==> src/cht_pkg.sv <==
// shared types, constants and codes of the chained hash table
package cht_pkg;

    localparam int DEF_MAX_BUCKETS   = 256;
    localparam int DEF_BUCKET_DEPTH  = 8;
    localparam int DEF_FIRST_BUCKETS = 16;
    localparam int DEF_KEY_WIDTH     = 32;
    localparam int DEF_VALUE_WIDTH   = 32;

    localparam int KEY_BITS    = 32;
    localparam int VALUE_BITS  = 32;
    localparam int HASH_BITS   = 64;
    localparam int ENTRY_BITS  = 12;
    localparam int BUCKET_BITS = 9;

    // hash bits reduced per cycle by the remainder unit
    localparam int MOD_STEP   = 8;
    localparam int MOD_CYCLES = HASH_BITS / MOD_STEP;

    localparam logic [1:0] OP_PUT    = 2'd0;
    localparam logic [1:0] OP_GET    = 2'd1;
    localparam logic [1:0] OP_REMOVE = 2'd2;
    localparam logic [1:0] OP_NOP    = 2'd3;

    typedef struct packed {
        logic [1:0]            op;
        logic [KEY_BITS-1:0]   key;
        logic [HASH_BITS-1:0]  key_hash;
        logic [VALUE_BITS-1:0] value;
    } t_in;

    typedef struct packed {
        logic                   found;
        logic [VALUE_BITS-1:0]  result_value;
        logic                   overflow;
        logic [ENTRY_BITS-1:0]  entry_count;
        logic [BUCKET_BITS-1:0] bucket_count;
    } t_out;

    typedef enum logic [4:0] {
        ST_CLEAR, ST_IDLE, ST_START, ST_MOD, ST_FILL_RD, ST_FILL_LD,
        ST_SCAN_RD, ST_SCAN_CMP, ST_SHIFT_RD, ST_SHIFT_WR, ST_CHECK,
        ST_GCLR, ST_GB_RD, ST_GB_LD, ST_GS_RD, ST_GS_LD, ST_GMOD,
        ST_GN_RD, ST_GN_LD, ST_DONE
    } t_state;

    typedef enum logic [1:0] {FS_ITEM, FS_OLD, FS_NEW} t_fsel;
    typedef enum logic [1:0] {SS_SCAN, SS_SHIFT, SS_MOVE} t_ssel;

    typedef struct packed {
        logic  item_ld;
        logic  mod_start;
        logic  mod_grow;
        logic  bucket_ld;
        t_fsel fill_sel;
        logic  fill_ld;
        t_ssel slot_sel;
        logic  idx_inc;
        logic  hit_ld;
        logic  wr_replace;
        logic  wr_append;
        logic  wr_shift;
        logic  rm_done;
        logic  ovf_set;
        logic  clr_start;
        logic  clr_wr;
        logic  clr_new;
        logic  gb_start;
        logic  gfill_ld;
        logic  gi_inc;
        logic  gb_inc;
        logic  move_ld;
        logic  nb_ld;
        logic  move_wr;
        logic  grow_done;
        logic  out_ld;
    } t_cmd;

    typedef struct packed {
        logic mod_done;
        logic op_put;
        logic op_find;
        logic op_rem;
        logic no_buckets;
        logic scan_end;
        logic hit;
        logic full;
        logic shift_end;
        logic grow_need;
        logic clr_last;
        logic gi_end;
        logic gb_last;
        logic gn_room;
        logic out_free;
    } t_status;

endpackage

==> src/cht_ctrl.sv <==
// sequencer for lookups, updates, removal shifts and rehashing
module cht_ctrl (
    input  logic              i_clk,
    input  logic              i_rst_n,
    input  logic              i_in_valid,
    output logic              o_in_stall,
    input  cht_pkg::t_status  i_status,
    output cht_pkg::t_cmd     o_cmd
);
    import cht_pkg::*;

    t_state r_state, n_state;

    always_ff @(posedge i_clk) begin
        if (!i_rst_n) begin
            r_state <= ST_CLEAR;
        end else begin
            r_state <= n_state;
        end
    end

    always_comb begin
        n_state = r_state;
        case (r_state)
            ST_CLEAR:    if (i_status.clr_last) n_state = ST_IDLE;
            ST_IDLE:     if (i_in_valid) n_state = ST_START;
            ST_START: begin
                if (i_status.op_put || (i_status.op_find && !i_status.no_buckets)) begin
                    n_state = ST_MOD;
                end else begin
                    n_state = ST_DONE;
                end
            end
            ST_MOD:      if (i_status.mod_done) n_state = ST_FILL_RD;
            ST_FILL_RD:  n_state = ST_FILL_LD;
            ST_FILL_LD:  n_state = ST_SCAN_RD;
            ST_SCAN_RD: begin
                if (!i_status.scan_end) begin
                    n_state = ST_SCAN_CMP;
                end else if (i_status.op_put && !i_status.full) begin
                    n_state = ST_CHECK;
                end else begin
                    n_state = ST_DONE;
                end
            end
            ST_SCAN_CMP: begin
                if (!i_status.hit) begin
                    n_state = ST_SCAN_RD;
                end else if (i_status.op_rem) begin
                    n_state = ST_SHIFT_RD;
                end else begin
                    n_state = ST_DONE;
                end
            end
            ST_SHIFT_RD: n_state = i_status.shift_end ? ST_DONE : ST_SHIFT_WR;
            ST_SHIFT_WR: n_state = ST_SHIFT_RD;
            ST_CHECK:    n_state = i_status.grow_need ? ST_GCLR : ST_DONE;
            ST_GCLR:     if (i_status.clr_last) n_state = ST_GB_RD;
            ST_GB_RD:    n_state = ST_GB_LD;
            ST_GB_LD:    n_state = ST_GS_RD;
            ST_GS_RD: begin
                if (!i_status.gi_end) begin
                    n_state = ST_GS_LD;
                end else if (i_status.gb_last) begin
                    n_state = ST_DONE;
                end else begin
                    n_state = ST_GB_RD;
                end
            end
            ST_GS_LD:    n_state = ST_GMOD;
            ST_GMOD:     if (i_status.mod_done) n_state = ST_GN_RD;
            ST_GN_RD:    n_state = ST_GN_LD;
            ST_GN_LD:    n_state = ST_GS_RD;
            ST_DONE:     if (i_status.out_free) n_state = ST_IDLE;
            default:     n_state = ST_CLEAR;
        endcase
    end

    always_comb begin
        o_cmd          = '0;
        o_cmd.fill_sel = FS_ITEM;
        o_cmd.slot_sel = SS_SCAN;
        case (r_state)
            ST_CLEAR:   o_cmd.clr_wr = 1'b1;
            ST_IDLE:    o_cmd.item_ld = i_in_valid;
            ST_START: begin
                o_cmd.mod_start = i_status.op_put
                                  || (i_status.op_find && !i_status.no_buckets);
            end
            ST_MOD:     o_cmd.bucket_ld = i_status.mod_done;
            ST_FILL_RD: o_cmd.fill_sel = FS_ITEM;
            ST_FILL_LD: o_cmd.fill_ld = 1'b1;
            ST_SCAN_RD: begin
                o_cmd.slot_sel = SS_SCAN;
                if (i_status.scan_end && i_status.op_put) begin
                    o_cmd.ovf_set   = i_status.full;
                    o_cmd.wr_append = !i_status.full;
                end
            end
            ST_SCAN_CMP: begin
                o_cmd.hit_ld     = i_status.hit;
                o_cmd.wr_replace = i_status.hit && i_status.op_put;
                o_cmd.idx_inc    = !i_status.hit;
            end
            ST_SHIFT_RD: begin
                o_cmd.slot_sel = SS_SHIFT;
                o_cmd.rm_done  = i_status.shift_end;
            end
            ST_SHIFT_WR: begin
                o_cmd.wr_shift = 1'b1;
                o_cmd.idx_inc  = 1'b1;
            end
            ST_CHECK:   o_cmd.clr_start = i_status.grow_need;
            ST_GCLR: begin
                o_cmd.clr_wr   = 1'b1;
                o_cmd.clr_new  = 1'b1;
                o_cmd.gb_start = i_status.clr_last;
            end
            ST_GB_RD:   o_cmd.fill_sel = FS_OLD;
            ST_GB_LD:   o_cmd.gfill_ld = 1'b1;
            ST_GS_RD: begin
                o_cmd.slot_sel  = SS_MOVE;
                o_cmd.grow_done = i_status.gi_end && i_status.gb_last;
                o_cmd.gb_inc    = i_status.gi_end && !i_status.gb_last;
            end
            ST_GS_LD: begin
                o_cmd.move_ld   = 1'b1;
                o_cmd.mod_start = 1'b1;
                o_cmd.mod_grow  = 1'b1;
            end
            ST_GMOD:    o_cmd.nb_ld = i_status.mod_done;
            ST_GN_RD:   o_cmd.fill_sel = FS_NEW;
            ST_GN_LD: begin
                o_cmd.move_wr = i_status.gn_room;
                o_cmd.gi_inc  = 1'b1;
            end
            ST_DONE:    o_cmd.out_ld = i_status.out_free;
            default:    o_cmd.out_ld = 1'b0;
        endcase
    end

    assign o_in_stall = (r_state != ST_IDLE);

endmodule

==> config.mk <==
export PLATFORM = sky130hd
export DESIGN_NAME = cht_ctrl
export DESIGN_NICKNAME = d
export VERILOG_FILES = /design/src/cht_pkg.sv /design/src/cht_ctrl.sv
export SDC_FILE = /design/constraint.sdc
export NUM_CORES = 1
export LEC_CHECK = 0
export CORE_UTILIZATION = 41
export CTS_CLUSTER_DIAMETER = 200
export CTS_CLUSTER_SIZE = 24
export DETAILED_ROUTE_END_ITERATION = 10
export DONT_BUFFER_PORTS = 1
export PLACE_DENSITY = 0.61
export SYNTH_ARGS = -nofsm -noshare
export SYNTH_HDL_FRONTEND = slang
export SYNTH_SLANG_ARGS = --single-unit
==> constraint.sdc <==
create_clock -name i_clk -period 4.3 [get_ports i_clk]
set_input_delay 0.43 -clock i_clk [delete_from_list [all_inputs] [get_ports i_clk]]
set_output_delay 0.43 -clock i_clk [all_outputs]
set_load 0.05 [all_outputs]
# After elaboration in Yosys (flattened, before gate mapping)
# Cells that the tools add are included.
[op_classes]
eq_ne = 26
n_mux = 41
n_reduce_logical = 15
[ops]
columns = ["operator", "count"]
rows = [
  ["5-bit case mux with 19 select lines", 1],
  ["5-bit 2-to-1 mux", 15],
  ["5-bit by 4-bit == test with 1-bit output, second input constant", 8],
  ["5-bit by 3-bit == test with 1-bit output, second input constant", 4],
  ["5-bit == test, second input constant", 4],
  ["1-bit 2-to-1 mux", 19],
  ["2-bit inequality test, second input constant", 6],
  ["5-bit by 2-bit == test with 1-bit output, second input constant", 2],
  ["2-bit case mux with 2 select lines", 2],
  ["1-bit logical AND", 6],
  ["6-bit AND reduction", 1],
  ["5-bit by 1-bit == test with 1-bit output, second input constant", 1],
  ["5-bit logical NOT", 1],
  ["5-bit by 1-bit inequality test with 1-bit output, second input constant", 1],
  ["1-bit logical NOT", 4],
  ["2-bit 2-to-1 mux", 2],
  ["1-bit case mux with 2 select lines", 2],
  ["2-bit OR reduction", 2],
  ["1-bit logical OR", 1],
]
[totals]
reg_bits = 5
in_bits = 18
out_inout_bits = 29
word_cells = 83

# Depth between registers and ports, before layout
[depth]
word_depth = 5
depth_mapped = 7

# Worst setup path after synthesis
# No wires, ideal clock.
[synth_timing]
path_kind = "register -> output"
start = "reg r_state[2]"
end = "out o_cmd[2] (netlist name)"
arrival_time_ps = 2480
required_ps = 3870
setup_slack_ps = 1390
path_stages_with_launch = 4
path_cell_list = "dfxtp_1 -> or3b_1 -> nor3_1 -> and2_1"
[synth_rtl]
columns = ["element", "line", "source"]
rows = [
  ["start, declared", "cht_ctrl.sv:12", "t_state r_state, n_state;"],
  ["start signal, assigned", "cht_ctrl.sv:18", "r_state <= n_state;"],
  ["end, declared", "cht_ctrl.sv:8", "output cht_pkg::t_cmd o_cmd"],
]

==> flow_metrics.py <==
metrics = {
    "run_status": {
        "status": "complete, no violations",
    },
    "critical_path": {
        "timing.rr.start": "r_state[1]",
        "cp_slowest_cell": "dfxtp_1",
        "critical_path_buf_inv_count": 1,
        "critPathMaxStageDelay_ps": 910,
        "timing.critical_path.arrival_ps": 2510,
        "reg2reg_to": "r_state[4]",
        "crit_family": "simple AND/OR/NAND/NOR gates",
        "path_class": "flop to output pin",
        "crit_fanout": 29,
        "worst_setup_path_end_kind": "output pin",
        "cp_cell_sequence": "and3b_1, nand3_1, inv_1, and2_1",
        "r2r_slack_ps": 1670,
        "critPathRequiredTime_ps": 3870,
        "start_kind": "flop",
        "r2r_cells": 5,
    },
    "grt": {
        "grt_max_degree": 30,
        "grt.overflow.total": 0,
        "first_global_vias": 790,
        "track_usage": 0.2398,
        "busiest_layer": "met1",
        "antenna_found_initial": 0,
        "grt_pass1_wl_um": 3857,
        "grt_use_met2": 0.3568,
        "gr-usage-met3": 0.02642,
        "met1_usage": 0.3677,
    },
    "logic_synthesis": {
        "syn-num-nets": 154,
        "synthCells": 136,
        "netlist_area_sq_um": 857.1,
        "synth_commonest_cells": "nand2_1 (13), nor2_1 (13), a21oi_1 (11), inv_1 (11), nor3_1 (10)",
        "async_reset_ff_frac": 0,
        "ys_warn_count": 0,
        "synth_area_leaders": "dfxtp_1 (12%), a21oi_1 (6.4%), nor3_1 (5.8%), nand2_1 (5.7%), nor2_1 (5.7%)",
        "syn_area_per_cell_sq_um": 6.302,
        "synth_flop_cell": "dfxtp_1",
        "ys_seq_elements": 5,
        "synth-edff-count": 0,
        "synth_top_area_frac": 0.1168,
        "synth.distinct_cells": 42,
        "yosysTopAreaCell": "dfxtp_1",
        "seq_area_frac_synth": 0.1168,
    },
    "hold_path": {
        "holdPathStages": 2,
        "hold_start": "i_rst_n",
        "whs_endpoint": "r_state[3]",
        "hold_class": "input pin to flop",
    },
    "timing": {
        "finalSetupViolations": 0,
        "tns_ps": 0,
        "period_needed_ps": 2940,
        "rsz0062_at_grt": "no",
        "fin_crit_sh": 0.6837,
        "worst_slack_ps": 1360,
        "clock.fmax_ghz": 0.3401,
        "finalClockSkew_ps": 1.151,
        "maxSlewViolCount": 0,
        "slew_headroom": 0.2971,
        "timing_hold_violations_final": 0,
        "tightest_slew_ps": 1053,
    },
    "routing": {
        "antenna_left": 0,
        "drt_iter0_drc": 55,
        "vias": 1058,
        "drt-vias-per-instance": 6.335,
        "drc": 0,
        "wl_um": 2696,
        "wl_per_cell_um": 16.14,
        "first_pass_iters": 4,
    },
    "floorplan": {
        "initial_utilization": 0.4369,
        "die_x_um": 47.72,
        "core_area_sq_um": 1962,
        "rows": 16,
        "die_y_um": 47.72,
        "die_area_sq_um": 2277,
        "ios": 47,
    },
    "final_layout": {
        "fill_cells": 211,
        "fin_area_sq_um": 987.2,
        "syn_to_final_growth_pct": 15.18,
        "n_antenna_cell": 0,
        "top_regs": "r_state x5",
        "largest-register": "r_state",
        "drive_gt1_frac": 0.2357,
        "num-nets-final": 159,
        "largest_reg_flops": 5,
    },
    "power_and_ir_drop": {
        "power.switching_uw": 320.2,
        "pwr-share-seq": 0.255,
        "swShare": 0.6077,
        "p_clk_frac": 0.103,
        "ir_worst_vdd_v": 0.0003153,
        "leakagePower_uw": 0.0003462,
        "finalPower_uw": 527.0,
        "p_int_uw": 206.7,
        "p_per_area_nw_per_um2": 533.8,
        "p_comb_frac": 0.642,
    },
    "clock_network": {
        "tritoncts": "done",
        "clk_latency_ps": 240,
        "clk_path_buf_depth": 2,
        "numClockSinks": 5,
        "cts_buffers": 3,
        "post_cts_resized": 0,
        "clk_pin_slew_ps": 40,
        "cts_hold_buf": 0,
        "cts-root-buf": "clkbuf_4",
        "cts_max_level": 1,
        "cts_setup_buffers": 0,
    },
    "place": {
        "place.gp.congestion": 0.9276,
        "dp.final_hpwl_um": 1958,
        "placed_cell_area_sq_um": 960.9,
        "io_buffer_count": 0,
        "pre_cts_ws_ps": 1635,
    },
    "flow_run": {
        "maxCapViolations": 0,
    },
}
-- power by group through the flow --
stage	Combinational (uW)	Clock, uW	Sequential [uW]
floorplan	350	0	68.1
global placement	336	0	133
detailed placement	335	0	133
CTS	336	54.8	133
global route	367	60.2	143
finish	338	54.3	134
-- stage by stage --
step	cells	utilization	hold slack, ps
6_report	167	0.5032	332.4
5_1_grt	167	0.5032	319.6
4_1_cts	167	0.5032	329.1
3_5_place_dp	163	0.4898	580.6
3_3_place_gp	163	0.4898	574.0
2_1_floorplan	136	-	562.4
-- final cells by class --
type	instances	area (sq um)	area share
clock buffer	4	26.28	0.02662
inverter	11	41.29	0.04183
multi-input combinational	108	695.7	0.7047
timing repair buffer	12	90.09	0.09125
sequential	5	100.1	0.1014
tap	27	33.78	0.03422
-- worst reg2reg max path, delay by kind of cell, from the launching register on --
| family | cells | cell delay, ps |
|---|---|---|
| simple gates | 3 | 1460 |
| flops | 1 | 910 |
| compound gates | 2 | 170 |
-- worst max-delay path by stage --
stage,startpoint,end,slack (ps),cells past startpoint
3_5_place_dp,r_state[1],o_cmd[2],1630,4
2_1_floorplan,r_state[2],o_cmd[2],1390,3
4_1_cts,r_state[1],o_cmd[2],1370,4
5_1_grt,r_state[1],o_cmd[16],1210,4
3_3_place_gp,r_state[1],o_cmd[2],1640,4
6_report,r_state[1],o_cmd[16],1360,4
-- metal layers --
| layer | part of all wire | routed length, um | up-vias |
|---|---|---|---|
| met1 | 0.43 | 1165 | 479 |
| met3 | 0.11 | 305 | 2 |
| met5 | 0 | 0 | - |
| met2 | 0.45 | 1221 | 70 |
| met4 | 0.0015 | 4 | 0 |
| li1 | - | - | 507 |
-- cell usage in the layout, fill, tap and decap left out, types with 2 or more instances in the layout --
| cell | count |
|---|---|
| a2111o_1 | 2 |
| nor4_2 | 4 |
| buf_4 | 12 |
| nand3_1 | 7 |
| and2_1 | 3 |
| nand2_1 | 13 |
| nor3_2 | 3 |
| or2_2 | 2 |
| nand2b_1 | 2 |
| and3_1 | 2 |
| o22ai_1 | 6 |
| nand3b_1 | 2 |
| or3_1 | 2 |
| inv_1 | 11 |
| nor2_1 | 12 |
| nor3_1 | 8 |
| a2111oi_0 | 2 |
| o21ai_0 | 5 |
| clkbuf_4 | 3 |
| and3b_1 | 2 |
| a31oi_1 | 2 |
| or3b_4 | 2 |
| dfxtp_1 | 5 |
| a21oi_1 | 11 |
-- kinds of logic (layout without fill, tap and decap cells) --
| group | after synthesis | count (layout) | synth area share |
|---|---|---|---|
| AO/OA/AOI/OAI | 38 | 38 | 0.3095 |
| AND/OR/NAND/NOR | 70 | 70 | 0.4511 |
| flip-flops | 5 | 5 | 0.1168 |
| buffers and inverters | 23 | 27 | 0.1226 |
Note: power is estimated with default switching activity, not from simulation.
